[config.mk]
export PLATFORM = sky130hd
export DESIGN_NAME = xml_text_reference_decoder_core
export DESIGN_NICKNAME = d
export VERILOG_FILES = /design/src/rtl/core/xtrd_pkg.sv /design/src/rtl/core/xtrd_decode.sv /design/src/rtl/core/xml_text_reference_decoder_core.sv
export SDC_FILE = /design/constraint.sdc
export NUM_CORES = 1
export LEC_CHECK = 0
export ABC_AREA = 1
export BUFFER_PORTS_ARGS = -buffer_cell sky130_fd_sc_hd__clkbuf_2
export CAP_MARGIN = 20
export CELL_PAD_IN_SITES_DETAIL_PLACEMENT = 0
export CELL_PAD_IN_SITES_GLOBAL_PLACEMENT = 1
export CORE_MARGIN = 3
export CORE_UTILIZATION = 42
export DETAILED_ROUTE_END_ITERATION = 10
export GPL_ROUTABILITY_DRIVEN = 0
export HOLD_SLACK_MARGIN = 0.12
export PLACE_DENSITY_LB_ADDON = 0.1
export SYNTH_ARGS = -nofsm -noshare
export SYNTH_HDL_FRONTEND = slang
export SYNTH_SLANG_ARGS = --single-unit
[constraint.sdc]
create_clock -name i_clk -period 3.7 [get_ports i_clk]
set_input_delay 0.185 -clock i_clk [delete_from_list [all_inputs] [get_ports i_clk]]
set_output_delay 0.185 -clock i_clk [all_outputs]
set_load 0.01 [all_outputs]
[src/rtl/core/xtrd_pkg.sv]
// Shared types and constants for the XML text reference decoder.
package xtrd_pkg;

    localparam int unsigned MAX_RESULTS = 4;

    localparam logic [20:0] MAX_CODE_POINT = 21'h10FFFF;
    localparam logic [20:0] CP_SAT         = 21'h1FFFFF;
    localparam logic [20:0] REPLACEMENT_CP = 21'h00FFFD;
    localparam logic [20:0] SURROGATE_LO   = 21'h00D800;
    localparam logic [20:0] SURROGATE_HI   = 21'h00DFFF;

    localparam logic [7:0] CH_AMP      = 8'h26;
    localparam logic [7:0] CH_SEMI     = 8'h3B;
    localparam logic [7:0] CH_HASH     = 8'h23;
    localparam logic [7:0] CH_LT       = 8'h3C;
    localparam logic [7:0] CH_GT       = 8'h3E;
    localparam logic [7:0] CH_RBRACKET = 8'h5D;
    localparam logic [7:0] CH_QUOT     = 8'h22;
    localparam logic [7:0] CH_APOS     = 8'h27;
    localparam logic [7:0] CH_SPACE    = 8'h20;
    localparam logic [7:0] CH_TAB      = 8'h09;
    localparam logic [7:0] CH_CR       = 8'h0D;
    localparam logic [7:0] CH_LF       = 8'h0A;
    localparam logic [7:0] CH_0        = 8'h30;
    localparam logic [7:0] CH_9        = 8'h39;
    localparam logic [7:0] CH_LOW_A    = 8'h61;
    localparam logic [7:0] CH_LOW_F    = 8'h66;
    localparam logic [7:0] CH_UP_A     = 8'h41;
    localparam logic [7:0] CH_UP_F     = 8'h46;
    localparam logic [7:0] CH_LOW_X    = 8'h78;
    localparam logic [7:0] CH_UP_X     = 8'h58;

    typedef enum logic [2:0] {
        SCAN_PLAIN,
        SCAN_AMP,
        SCAN_HASH,
        SCAN_HEX,
        SCAN_DEC,
        SCAN_NAME,
        SCAN_BAD
    } t_scan_mode;

    typedef enum logic [2:0] {
        ERR_NONE,
        ERR_UNTERMINATED,
        ERR_EMPTY_REF,
        ERR_EMPTY_CHARREF,
        ERR_MALFORMED,
        ERR_UNDECLARED,
        ERR_CDATA_END,
        ERR_LT_IN_ATTR
    } t_err_code;

    typedef struct packed {
        logic [7:0] text_byte;
        logic       end_of_text;
    } t_in_item;

    typedef struct packed {
        logic [7:0] out_byte;
        logic [2:0] error_code;
        logic       last;
    } t_out_item;

    typedef struct packed {
        logic [7:0] res_byte;
        t_err_code  err;
    } t_result;

    // All results that one input byte causes, in order.
    typedef struct packed {
        logic [2:0]    count;
        t_result [3:0] slot;
    } t_group;

    typedef struct packed {
        t_scan_mode  mode;
        logic [20:0] code_point;
        logic        digits_seen;
        logic [2:0]  name_length;
        logic [1:0]  bracket_run;
        logic        failed;
    } t_scan_state;

    localparam t_scan_state SCAN_RESET = '{
        mode:        SCAN_PLAIN,
        code_point:  21'h0,
        digits_seen: 1'b0,
        name_length: 3'h0,
        bracket_run: 2'h0,
        failed:      1'b0
    };

endpackage

[src/rtl/core/xtrd_decode.sv]
// Combinational decode of one text byte: next scan state and its result group.
module xtrd_decode (
    input  logic                 i_attr_mode,
    input  xtrd_pkg::t_in_item   i_item,
    input  xtrd_pkg::t_scan_state i_state,
    input  logic [3:0][7:0]      i_name_bytes,
    output xtrd_pkg::t_scan_state o_state,
    output xtrd_pkg::t_group     o_group,
    output logic                 o_name_we,
    output logic [1:0]           o_name_idx
);

    // Predefined entity names, first character in the low byte.
    localparam logic [15:0] NAME_LT   = 16'h746C;
    localparam logic [15:0] NAME_GT   = 16'h7467;
    localparam logic [23:0] NAME_AMP  = 24'h706D61;
    localparam logic [31:0] NAME_QUOT = 32'h746F7571;
    localparam logic [31:0] NAME_APOS = 32'h736F7061;

    function automatic xtrd_pkg::t_group put_res(
        input xtrd_pkg::t_group  g,
        input logic [7:0]        byt,
        input xtrd_pkg::t_err_code e
    );
        xtrd_pkg::t_group r;
        r = g;
        if (g.count < 3'(xtrd_pkg::MAX_RESULTS)) begin
            r.slot[g.count[1:0]].res_byte = byt;
            r.slot[g.count[1:0]].err      = e;
            r.count                       = g.count + 3'd1;
        end
        return r;
    endfunction

    // One digit step: multiply by the radix (16 or 10) and add, saturating.
    function automatic logic [20:0] accumulate(
        input logic [20:0] cp,
        input logic        is_hex,
        input logic [3:0]  d
    );
        logic [24:0] v;
        if (cp > xtrd_pkg::MAX_CODE_POINT) begin
            return xtrd_pkg::CP_SAT;
        end
        if (is_hex) begin
            v = {cp, 4'h0} + 25'(d);
        end else begin
            v = {1'b0, cp, 3'h0} + {3'h0, cp, 1'b0} + 25'(d);
        end
        return (v > 25'(xtrd_pkg::MAX_CODE_POINT)) ? xtrd_pkg::CP_SAT : v[20:0];
    endfunction

    logic [7:0]  b;
    logic        is_dec_digit;
    logic        is_hex_digit;
    logic [3:0]  hex_val;
    logic        is_ws;
    logic [20:0] cp_out;
    logic        name_ok;
    logic [7:0]  name_char;

    assign b = i_item.text_byte;
    assign is_dec_digit = (b >= xtrd_pkg::CH_0) && (b <= xtrd_pkg::CH_9);
    assign is_ws = (b == xtrd_pkg::CH_SPACE) || (b == xtrd_pkg::CH_TAB) ||
                   (b == xtrd_pkg::CH_CR) || (b == xtrd_pkg::CH_LF);

    always_comb begin
        is_hex_digit = 1'b1;
        hex_val      = 4'h0;
        if (is_dec_digit) begin
            hex_val = 4'(b - xtrd_pkg::CH_0);
        end else if (b >= xtrd_pkg::CH_LOW_A && b <= xtrd_pkg::CH_LOW_F) begin
            hex_val = 4'(b - xtrd_pkg::CH_LOW_A + 8'd10);
        end else if (b >= xtrd_pkg::CH_UP_A && b <= xtrd_pkg::CH_UP_F) begin
            hex_val = 4'(b - xtrd_pkg::CH_UP_A + 8'd10);
        end else begin
            is_hex_digit = 1'b0;
        end
    end

    // Zero, surrogates and anything past the Unicode range become U+FFFD.
    always_comb begin
        cp_out = i_state.code_point;
        if (cp_out > xtrd_pkg::MAX_CODE_POINT || cp_out == 21'h0 ||
            (cp_out >= xtrd_pkg::SURROGATE_LO && cp_out <= xtrd_pkg::SURROGATE_HI)) begin
            cp_out = xtrd_pkg::REPLACEMENT_CP;
        end
    end

    always_comb begin
        name_ok   = 1'b1;
        name_char = xtrd_pkg::CH_LT;
        priority if (i_state.name_length == 3'd2 && i_name_bytes[1:0] == NAME_LT) begin
            name_char = xtrd_pkg::CH_LT;
        end else if (i_state.name_length == 3'd2 && i_name_bytes[1:0] == NAME_GT) begin
            name_char = xtrd_pkg::CH_GT;
        end else if (i_state.name_length == 3'd3 && i_name_bytes[2:0] == NAME_AMP) begin
            name_char = xtrd_pkg::CH_AMP;
        end else if (i_state.name_length == 3'd4 && i_name_bytes == NAME_QUOT) begin
            name_char = xtrd_pkg::CH_QUOT;
        end else if (i_state.name_length == 3'd4 && i_name_bytes == NAME_APOS) begin
            name_char = xtrd_pkg::CH_APOS;
        end else begin
            name_ok = 1'b0;
        end
    end

    always_comb begin
        xtrd_pkg::t_scan_state ns;
        xtrd_pkg::t_group      g;
        ns         = i_state;
        g          = '0;
        o_name_we  = 1'b0;
        o_name_idx = i_state.name_length[1:0];

        if (!i_state.failed) begin
            unique case (i_state.mode)
                xtrd_pkg::SCAN_PLAIN: begin
                    if (!i_attr_mode && b == xtrd_pkg::CH_RBRACKET) begin
                        if (i_state.bracket_run >= 2'd2) begin
                            g = put_res(g, xtrd_pkg::CH_RBRACKET, xtrd_pkg::ERR_NONE);
                        end else begin
                            ns.bracket_run = i_state.bracket_run + 2'd1;
                        end
                    end else if (!i_attr_mode && b == xtrd_pkg::CH_GT &&
                                 i_state.bracket_run >= 2'd2) begin
                        ns.bracket_run = 2'd0;
                        g              = put_res(g, 8'h00, xtrd_pkg::ERR_CDATA_END);
                        ns.failed      = 1'b1;
                    end else begin
                        if (i_state.bracket_run >= 2'd1) begin
                            g = put_res(g, xtrd_pkg::CH_RBRACKET, xtrd_pkg::ERR_NONE);
                        end
                        if (i_state.bracket_run >= 2'd2) begin
                            g = put_res(g, xtrd_pkg::CH_RBRACKET, xtrd_pkg::ERR_NONE);
                        end
                        ns.bracket_run = 2'd0;
                        if (i_attr_mode && b == xtrd_pkg::CH_LT) begin
                            g         = put_res(g, 8'h00, xtrd_pkg::ERR_LT_IN_ATTR);
                            ns.failed = 1'b1;
                        end else if (b == xtrd_pkg::CH_AMP) begin
                            ns.mode        = xtrd_pkg::SCAN_AMP;
                            ns.code_point  = 21'h0;
                            ns.digits_seen = 1'b0;
                            ns.name_length = 3'd0;
                        end else if (i_attr_mode && is_ws) begin
                            g = put_res(g, xtrd_pkg::CH_SPACE, xtrd_pkg::ERR_NONE);
                        end else begin
                            g = put_res(g, b, xtrd_pkg::ERR_NONE);
                        end
                    end
                end
                xtrd_pkg::SCAN_AMP: begin
                    if (b == xtrd_pkg::CH_SEMI) begin
                        g         = put_res(g, 8'h00, xtrd_pkg::ERR_EMPTY_REF);
                        ns.failed = 1'b1;
                    end else if (b == xtrd_pkg::CH_HASH) begin
                        ns.mode = xtrd_pkg::SCAN_HASH;
                    end else begin
                        o_name_we      = 1'b1;
                        o_name_idx     = 2'd0;
                        ns.name_length = 3'd1;
                        ns.mode        = xtrd_pkg::SCAN_NAME;
                    end
                end
                xtrd_pkg::SCAN_HASH: begin
                    if (b == xtrd_pkg::CH_SEMI) begin
                        g         = put_res(g, 8'h00, xtrd_pkg::ERR_EMPTY_CHARREF);
                        ns.failed = 1'b1;
                    end else if (b == xtrd_pkg::CH_LOW_X || b == xtrd_pkg::CH_UP_X) begin
                        ns.mode        = xtrd_pkg::SCAN_HEX;
                        ns.digits_seen = 1'b0;
                    end else if (is_dec_digit) begin
                        ns.code_point  = accumulate(i_state.code_point, 1'b0, hex_val);
                        ns.digits_seen = 1'b1;
                        ns.mode        = xtrd_pkg::SCAN_DEC;
                    end else begin
                        ns.mode = xtrd_pkg::SCAN_BAD;
                    end
                end
                xtrd_pkg::SCAN_HEX, xtrd_pkg::SCAN_DEC: begin
                    if (b == xtrd_pkg::CH_SEMI) begin
                        if (!i_state.digits_seen) begin
                            g         = put_res(g, 8'h00, xtrd_pkg::ERR_EMPTY_CHARREF);
                            ns.failed = 1'b1;
                        end else begin
                            if (cp_out < 21'h80) begin
                                g = put_res(g, {1'b0, cp_out[6:0]}, xtrd_pkg::ERR_NONE);
                            end else if (cp_out < 21'h800) begin
                                g = put_res(g, {3'b110, cp_out[10:6]}, xtrd_pkg::ERR_NONE);
                                g = put_res(g, {2'b10, cp_out[5:0]}, xtrd_pkg::ERR_NONE);
                            end else if (cp_out < 21'h10000) begin
                                g = put_res(g, {4'b1110, cp_out[15:12]}, xtrd_pkg::ERR_NONE);
                                g = put_res(g, {2'b10, cp_out[11:6]}, xtrd_pkg::ERR_NONE);
                                g = put_res(g, {2'b10, cp_out[5:0]}, xtrd_pkg::ERR_NONE);
                            end else begin
                                g = put_res(g, {5'b11110, cp_out[20:18]}, xtrd_pkg::ERR_NONE);
                                g = put_res(g, {2'b10, cp_out[17:12]}, xtrd_pkg::ERR_NONE);
                                g = put_res(g, {2'b10, cp_out[11:6]}, xtrd_pkg::ERR_NONE);
                                g = put_res(g, {2'b10, cp_out[5:0]}, xtrd_pkg::ERR_NONE);
                            end
                            ns.mode = xtrd_pkg::SCAN_PLAIN;
                        end
                    end else if (i_state.mode == xtrd_pkg::SCAN_HEX ? is_hex_digit
                                                                     : is_dec_digit) begin
                        ns.code_point  = accumulate(i_state.code_point,
                                                    i_state.mode == xtrd_pkg::SCAN_HEX,
                                                    hex_val);
                        ns.digits_seen = 1'b1;
                    end else begin
                        ns.mode = xtrd_pkg::SCAN_BAD;
                    end
                end
                xtrd_pkg::SCAN_NAME: begin
                    if (b == xtrd_pkg::CH_SEMI) begin
                        if (name_ok) begin
                            g       = put_res(g, name_char, xtrd_pkg::ERR_NONE);
                            ns.mode = xtrd_pkg::SCAN_PLAIN;
                        end else begin
                            g         = put_res(g, 8'h00, xtrd_pkg::ERR_UNDECLARED);
                            ns.failed = 1'b1;
                        end
                    end else if (i_state.name_length < 3'd4) begin
                        o_name_we      = 1'b1;
                        ns.name_length = i_state.name_length + 3'd1;
                    end else begin
                        ns.name_length = 3'd5;
                    end
                end
                default: begin
                    if (b == xtrd_pkg::CH_SEMI) begin
                        g         = put_res(g, 8'h00, xtrd_pkg::ERR_MALFORMED);
                        ns.failed = 1'b1;
                    end
                end
            endcase

            if (i_item.end_of_text && !ns.failed) begin
                if (ns.mode != xtrd_pkg::SCAN_PLAIN) begin
                    g = put_res(g, 8'h00, xtrd_pkg::ERR_UNTERMINATED);
                end else begin
                    if (ns.bracket_run >= 2'd1) begin
                        g = put_res(g, xtrd_pkg::CH_RBRACKET, xtrd_pkg::ERR_NONE);
                    end
                    if (ns.bracket_run >= 2'd2) begin
                        g = put_res(g, xtrd_pkg::CH_RBRACKET, xtrd_pkg::ERR_NONE);
                    end
                end
            end
        end

        if (i_item.end_of_text) begin
            ns = xtrd_pkg::SCAN_RESET;
        end

        o_state = ns;
        o_group = g;
    end

endmodule

[src/rtl/core/xml_text_reference_decoder_core.sv]
// Top level of the XML text reference decoder: scan state, result group and output register.
// Each result passes through the result group register and then the output register.
// Throughput: one result transfer per cycle while i_out_stall is low; a byte is taken
// every cycle while each byte yields at most one result; a byte with several results holds
// off the next byte while the result group register drains them one entry a cycle.
// Reset (synchronous, i_rst_n low) returns the scan state, mode and both buffers to empty.
module xml_text_reference_decoder_core (
    input  logic                i_clk,
    input  logic                i_rst_n,
    input  logic                i_in_valid,
    output logic                o_in_stall,
    input  xtrd_pkg::t_in_item  i_in,
    output logic                o_out_valid,
    input  logic                i_out_stall,
    output xtrd_pkg::t_out_item o_out,
    input  logic                i_cfg_valid,
    output logic                o_cfg_ready,
    input  logic                i_cfg_data
);

    // The attribute mode register is written from its own port and is read by the
    // decoder at every byte, so a change takes effect at the next byte.
    logic r_attr_mode;

    // Scan state of the current text run and the name bytes of an open entity
    // reference. Name bytes are only read after they were written in the same
    // reference, so they carry no reset.
    xtrd_pkg::t_scan_state r_state;
    xtrd_pkg::t_scan_state n_state;
    logic [3:0][7:0]       r_name_bytes;

    // Result group: every result one byte causes, drained head first.
    logic [2:0]             r_grp_count;
    logic [1:0]             r_grp_head;
    xtrd_pkg::t_result [3:0] r_grp_slot;

    // Output register that parts the result group from the downstream side.
    logic                r_out_valid;
    xtrd_pkg::t_out_item r_out;

    xtrd_pkg::t_group dec_group;
    logic             dec_name_we;
    logic [1:0]       dec_name_idx;

    logic in_accept;
    logic out_take;
    logic move;

    assign o_cfg_ready = 1'b1;

    // A result moves from the group into the output register whenever that
    // register is empty or its content is taken in this cycle.
    assign out_take = r_out_valid && !i_out_stall;
    assign move     = (r_grp_count != 3'd0) && (!r_out_valid || out_take);

    // A new byte is taken when the group will be empty at the next edge, so a
    // stream of single-result bytes moves at one byte per cycle while i_out_stall is low.
    assign o_in_stall = (r_grp_count > 3'd1) || (r_grp_count == 3'd1 && !move);
    assign in_accept  = i_in_valid && !o_in_stall;

    xtrd_decode u_decode (
        .i_attr_mode  (r_attr_mode),
        .i_item       (i_in),
        .i_state      (r_state),
        .i_name_bytes (r_name_bytes),
        .o_state      (n_state),
        .o_group      (dec_group),
        .o_name_we    (dec_name_we),
        .o_name_idx   (dec_name_idx)
    );

    always_ff @(posedge i_clk) begin
        if (!i_rst_n) begin
            r_attr_mode <= 1'b0;
        end else if (i_cfg_valid && o_cfg_ready) begin
            r_attr_mode <= i_cfg_data;
        end
    end

    always_ff @(posedge i_clk) begin
        if (!i_rst_n) begin
            r_state <= xtrd_pkg::SCAN_RESET;
        end else if (in_accept) begin
            r_state <= n_state;
        end
    end

    always_ff @(posedge i_clk) begin
        if (in_accept && dec_name_we) begin
            r_name_bytes[dec_name_idx] <= i_in.text_byte;
        end
    end

    always_ff @(posedge i_clk) begin
        if (!i_rst_n) begin
            r_grp_count <= 3'd0;
            r_grp_head  <= 2'd0;
        end else if (in_accept) begin
            r_grp_count <= dec_group.count;
            r_grp_head  <= 2'd0;
        end else if (move) begin
            r_grp_count <= r_grp_count - 3'd1;
            r_grp_head  <= r_grp_head + 2'd1;
        end
    end

    always_ff @(posedge i_clk) begin
        if (in_accept) begin
            r_grp_slot <= dec_group.slot;
        end
    end

    always_ff @(posedge i_clk) begin
        if (!i_rst_n) begin
            r_out_valid <= 1'b0;
        end else if (move) begin
            r_out_valid <= 1'b1;
        end else if (out_take) begin
            r_out_valid <= 1'b0;
        end
    end

    // The last flag marks the final entry of a group.
    always_ff @(posedge i_clk) begin
        if (move) begin
            r_out.out_byte   <= r_grp_slot[r_grp_head].res_byte;
            r_out.error_code <= 3'(r_grp_slot[r_grp_head].err);
            r_out.last       <= (r_grp_count == 3'd1);
        end
    end

    assign o_out_valid = r_out_valid;
    assign o_out       = r_out;

endmodule

==> results of run 1 <==
-- critical path: cells and delay by family (launching register included) --
family / cells / cell delay, ps
AOI/OAI and AO/OA: 4 / 610
and+or+nand+nor: 11 / 1150
adders and majority gates: 3 / 680
DFF: 1 / 400
buffers and inverters: 4 / 330
-- power by group --
part	internal (mW)	total, mW	switching, mW
Sequential	1.80	1.88	0.0819
Combinational	0.286	0.927	0.641
Clock	0.938	1.63	0.692
Total	3.02	4.43	1.41
-- repair_timing --
action / 4_1_cts / 5_1_grt
gates resized for setup: 3 / 41
hold buffers: 3 / 0
pin swaps: 0 / 10
buffers inserted: 0 / 3
gates cloned: 0 / 2
endpoints found under the setup margin: 8 / 52
endpoints found under the hold margin: 2 / 0
-- layer usage --
layer,part of all wire,global-route usage,up-vias
met4,0.041,0.1070,0
met5,0,0,-
li1,-,-,5072
met3,0.050,0.03496,82
met2,0.48,0.4516,371
met1,0.42,0.3291,4711
-- through the flow --
stage | setup slack, ps | cell area (um2) | cells | hold slack (ps) | TNS (ps)
3_5_place_dp | -530.4 | 11140 | 1829 | 425.7 | -9009
3_3_place_gp | -454.2 | 11140 | 1829 | 415.8 | -6998
5_1_grt | -36.65 | 11940 | 1869 | 146.0 | -180.4
4_1_cts | 41.53 | 11750 | 1864 | 121.4 | 0
6_report | 260.4 | 11940 | 1869 | 138.7 | 0
2_1_floorplan | -9.488 | 9841 | 1408 | 283.9 | -144.0
-- cells in the final DEF, fill, tap and decap left out, drive strengths merged, types with 4 or more instances in the layout --
master	instances
a31oi	8
xor2	11
edfxtp	85
dfxtp	38
a21oi	109
nor2	167
and2	6
nand2	340
nand3	88
o21ai	143
nand3b	6
a22oi	4
clkbuf	48
ha	64
nand4	44
buf	122
nor3	42
inv	163
o22ai	10
clkinv	6
xnor2	6
nor4	5
-- cell families after synthesis --
group           synth area share
compound gates            0.1677
xor+xnor                 0.01516
fa+ha+maj                0.08562
buf+inv                  0.07784
flops                     0.3374
mux                     0.002039
other cells            0.0003818
simple gates              0.3139
-- final cells by class --
| class | instances | area, um2 |
|---|---|---|
| Clock buffer | 18 | 429.2 |
| Clock inverter | 14 | 138.9 |
| Fill cell | 2273 | 10840 |
| Inverter | 159 | 596.8 |
| Multi-Input combinational cell | 1087 | 5869 |
| Sequential cell | 123 | 3323 |
| Tap cell | 313 | 391.6 |
| Timing Repair Buffer | 155 | 1186 |
-- state kept, by name (all words and copies together), names as in the netlist --
register / count
r_grp_count: 3
o_out_valid: 1
r_attr_mode: 1
r_grp_slot: 41
o_out: 12
r_state: 31
r_name_bytes: 32
r_grp_head: 2
-- worst max path at each step --
stage / endpoint / slack, ps / cells after the start
4_1_cts: r_state[23] / 40 / 26
3_3_place_gp: r_state[23] / -450 / 24
5_1_grt: r_state[16] / -40 / 28
6_report: r_grp_slot[14] / 260 / 22
3_5_place_dp: r_state[23] / -530 / 26
2_1_floorplan: r_state[21] / -9 / 23
==> flow_summary.json, run 1 <==
{
  "yosys.area.top_type": "edfxtp_1",
  "synth_ff_type": "edfxtp_1",
  "crit_path_frequent_cell": "nand2_1",
  "fin_skew_ps": 16.33,
  "worstPathCellList": "inv_1, ha_1, nor2_2, nor3_1, nand3_1, nand2_1, nor2_1, o21ai_0, o21ai_1, inv_1, ha_1, nand2_1, nand2_1, o21ai_2, inv_1, ha_1, nand2_1, nand2_1, nand2_2, inv_2, nand2_1, o21ai_1",
  "cp-start-kind": "flip-flop",
  "grt_max_degree": 42,
  "yosys-top-cells-count": "nand2_1, nor2_1, inv_1, o21ai_0, a21oi_1",
  "synth_area_leaders": "edfxtp_1, nand2_1, ha_1",
  "die_h_um": 158.9,
  "crit_path_max_incr_delay_ps": 400,
  "core_um2": 22780,
  "worst-path-max-fanout": 5,
  "r2r_setup_slack_ps": 260,
  "synthCells": 1408,
  "powerDensity_nw_per_um2": 371.6,
  "drv_cap": 0,
  "worst_slew_pin_slew_ps": 782.6,
  "yosysMostFrequentCell": "nand2_1",
  "cts.htree.levels": 4,
  "clockBufferDepth": 2,
  "status": "finished clean",
  "r2r_cells": 22,
  "period_needed_ps": 3440,
  "synth_top_area_share": 0.2599,
  "routed_wl_um": 33670,
  "cts_tree": "built",
  "slowest_stage": "dfxtp_1",
  "clk_latency_ps": 430,
  "timing.rr.start": "r_state[1]",
  "ys_warn_count": 0,
  "drt_iter0_drc": 799,
  "path_class": "reg -> reg",
  "grt_overflow": 0,
  "finalHoldViolCount": 0,
  "synth_area_per_cell_um2": 6.975,
  "period_share": 0.9296,
  "drc": 0,
  "slew_viol_final": 0,
  "area_growth_syn_to_layout_pct": 21.53,
  "drt-vias-per-instance": 5.477,
  "clkTransAtPathRegs_ps": 60,
  "worst_setup_path_end_kind": "flip-flop",
  "hp-start": "i_in[1]",
  "final_core_util": 0.5240,
  "hold_depth": 2,
  "hp-class": "in -> reg",
  "synth_cell_types": 56,
  "fp.dieW_um": 158.9,
  "holdPathEnd": "r_name_bytes[8]",
  "final_antenna_net_count": 0,
  "first_global_vias": 9776,
  "startpoint": "r_state[1]",
  "ioPinCount": 30,
  "peakVddDrop_mv": 0.2776,
  "rr_endpoint": "r_grp_slot[14]",
  "root_buffer": "clkbuf_16",
  "slew_headroom": 0.4734,
  "fin_nets": 1624,
  "timing.fmax_ghz": 0.2907,
  "worstPathArrival_ps": 3590,
  "initial_core_util": 0.4311,
  "insertedDiodeCount": 0,
  "place_hpwl_um": 26080,
  "floorplan.rows": 55,
  "route.vias.total": 10236,
  "numPortBuffers": 28,
  "layout-drive-gt1-share": 0.1658,
  "cp.required_ps": 3850,
  "synth_edf_count": 85,
  "grt_pass1_wl_um": 52770,
  "total_power_mw": 4.435,
  "die-area_um2": 25250,
  "antenna_found_initial": 0,
  "ys_seq_area_frac": 0.3374,
  "cts.sinks": 123,
  "setup_viol": 0,
  "p_leak_nw": 5.686,
  "cts-buffers-inserted": 17,
  "syn-num-nets": 1489,
  "firstDrtPassIters": 6,
  "synth-seq-cells": 123,
  "grt_usage": 0.2608,
  "synth.cell_area_um2": 9821,
  "wire_per_inst_um": 18.02,
  "async_flop_share": 0
}
Power figures use the tool's default switching activity.
==> inputs of run 2 (changes only) <==
CELL_PAD_IN_SITES_DETAIL_PLACEMENT = 1   (was 0)
==> run 2 against run 1 <==
Sequential share of layout area fell by 0.41 points. Hold slack improved by 11 ps. Non-clock buffer count rose by 7. Combinational power rose by 4.2%. Routed wire length rose by 15%. Fmax fell by 3.6%. Clock-buffer cell count did not move. Clock skew fell by 3.0 ps. Critical path depth rose by 5. Via count rose by 5.3%.
==> flow_summary.json, run 2 (synthesis results as in run 1) <==
{
  "status": "finished clean",
  "crit_path_frequent_cell": "nand2_1",
  "cp-endpoint": "r_state[20]",
  "insertedDiodeCount": 0,
  "worst-path-max-fanout": 7,
  "stdcell_count": 1876,
  "cp-start-kind": "primary input",
  "worst_setup_path_end_kind": "flip-flop",
  "die_h_um": 158.9,
  "cts.sinks": 123,
  "place_hpwl_um": 29070,
  "largest_reg_flops": 41,
  "path_class": "in -> reg",
  "drv_cap": 0,
  "powerDensity_nw_per_um2": 370.8,
  "fill_cells": 2927,
  "route.vias.total": 10776,
  "timing.rr.start": "r_state[9]",
  "clkTransAtPathRegs_ps": 70,
  "cts.htree.levels": 4,
  "cp.required_ps": 4060,
  "wire_per_inst_um": 20.68,
  "rr_endpoint": "r_grp_slot[16]",
  "drt-vias-per-instance": 5.744,
  "setup_tns_ps": 0,
  "peakVddDrop_mv": 0.2858,
  "area_growth_syn_to_layout_pct": 23.67,
  "regMostFlops": "r_grp_slot",
  "grt_max_degree": 42,
  "finalHoldViolCount": 0,
  "slew_headroom": 0.4190,
  "clockBufferDepth": 2,
  "grt_overflow": 0,
  "drt_iter0_drc": 977,
  "floorplan.rows": 55,
  "clk_latency_ps": 440,
  "p_leak_nw": 5.755,
  "worst_slew_pin_slew_ps": 863.5,
  "fin_nets": 1631,
  "startpoint": "i_in[8]",
  "timing.fmax_ghz": 0.2803,
  "hp-class": "in -> reg",
  "initial_core_util": 0.4311,
  "setup_viol": 0,
  "fp.dieW_um": 158.9,
  "r2r_setup_slack_ps": 140,
  "cts_tree": "built",
  "worstPathArrival_ps": 3930,
  "reg_top3": "r_grp_slot x41, r_name_bytes x32, r_state x31",
  "placed_cells": 1829,
  "final_antenna_net_count": 0,
  "numPortBuffers": 28,
  "core_um2": 22780,
  "slowest_stage": "fa_1",
  "grt_usage": 0.2950,
  "cts-buffers-inserted": 17,
  "mostFrequentLayoutCells": "nand2_1, nor2_1, inv_1",
  "grt_pass1_wl_um": 59710,
  "r2r_cells": 25,
  "layout_commonest_cell": "nand2_1",
  "slew_viol_final": 0,
  "die-area_um2": 25250,
  "first_global_vias": 11062,
  "antenna_found_initial": 0,
  "crit_path_max_incr_delay_ps": 490,
  "root_buffer": "clkbuf_16",
  "period_share": 0.9643,
  "drc": 0,
  "fin_skew_ps": 13.35,
  "firstDrtPassIters": 8,
  "layout-drive-gt1-share": 0.1932,
  "routed_wl_um": 38800,
  "ioPinCount": 30,
  "period_needed_ps": 3568
}
run 2: stage by stage:
stage	instance area (um2)	power [mW]	hold WS (ps)	utilization	setup WS, ps
after floorplan	9841	2.483	283.9	-	-9.488
after global placement	11140	2.822	415.8	0.4891	-454.2
after detailed placement	11140	2.873	430.0	0.4891	-662.5
after CTS	11770	4.523	128.7	0.5167	18.69
after global routing	12150	4.715	146.1	0.5332	-89.13
final	12150	4.504	150.1	0.5332	132.1
run 2: worst min path at each step:
| stage | startpoint | endpoint | slack, ps | cells after the start |
|---|---|---|---|---|
| 2_1_floorplan | i_in[1] | r_name_bytes[0] | 280 | 0 |
| 3_3_place_gp | i_cfg_data | r_attr_mode | 420 | 3 |
| 3_5_place_dp | i_cfg_data | r_attr_mode | 430 | 3 |
| 4_1_cts | i_in[1] | r_name_bytes[24] | 130 | 2 |
| 5_1_grt | i_in[4] | r_name_bytes[19] | 150 | 2 |
| 6_report | i_in[4] | r_name_bytes[19] | 150 | 2 |
run 2: area by class of cell:
class	count	area, um2	area share
multi-input cells	1087	5998	0.4939
flip-flops and latches	123	3332	0.2743
repair buffers	162	1260	0.1037
inverters	159	596.8	0.04914
clock buffers	18	429.2	0.03534
well taps	313	391.6	0.03224
clock inverters	14	137.6	0.01133
run 2: what timing repair did:
| item | in CTS | in global routing |
|---|---|---|
| pin swaps | 0 | 16 |
| cloned | 0 | 4 |
| resized for setup | 12 | 82 |
| hold endpoints to repair | 2 | 0 |
| hold buffers | 3 | 0 |
| endpoints found under the setup margin | 23 | 52 |
| buffers inserted | 0 | 8 |
run 2: metal layers:
layer / up-vias / part of all wire / track usage
li1: 5082 / - / -
met2: 352 / 0.49 / 0.5294
met5: - / 0 / 0
met4: 0 / 0.055 / 0.1297
met3: 122 / 0.048 / 0.04435
met1: 5220 / 0.40 / 0.3501
run 2: where the power goes:
| part | internal [mW] | leakage (nW) | switching (mW) | total [mW] |
|---|---|---|---|---|
| clock network | 0.938 | 0.266 | 0.709 | 1.65 |
| logic | 0.288 | 4.38 | 0.677 | 0.966 |
| registers | 1.80 | 1.11 | 0.0942 | 1.89 |
run 2: worst max-delay path: cells and delay by family:
family,cells,cell delay (ps)
simple gates,18,1920
buf+inv,4,560
compound gates,3,320
fa+ha+maj,2,940
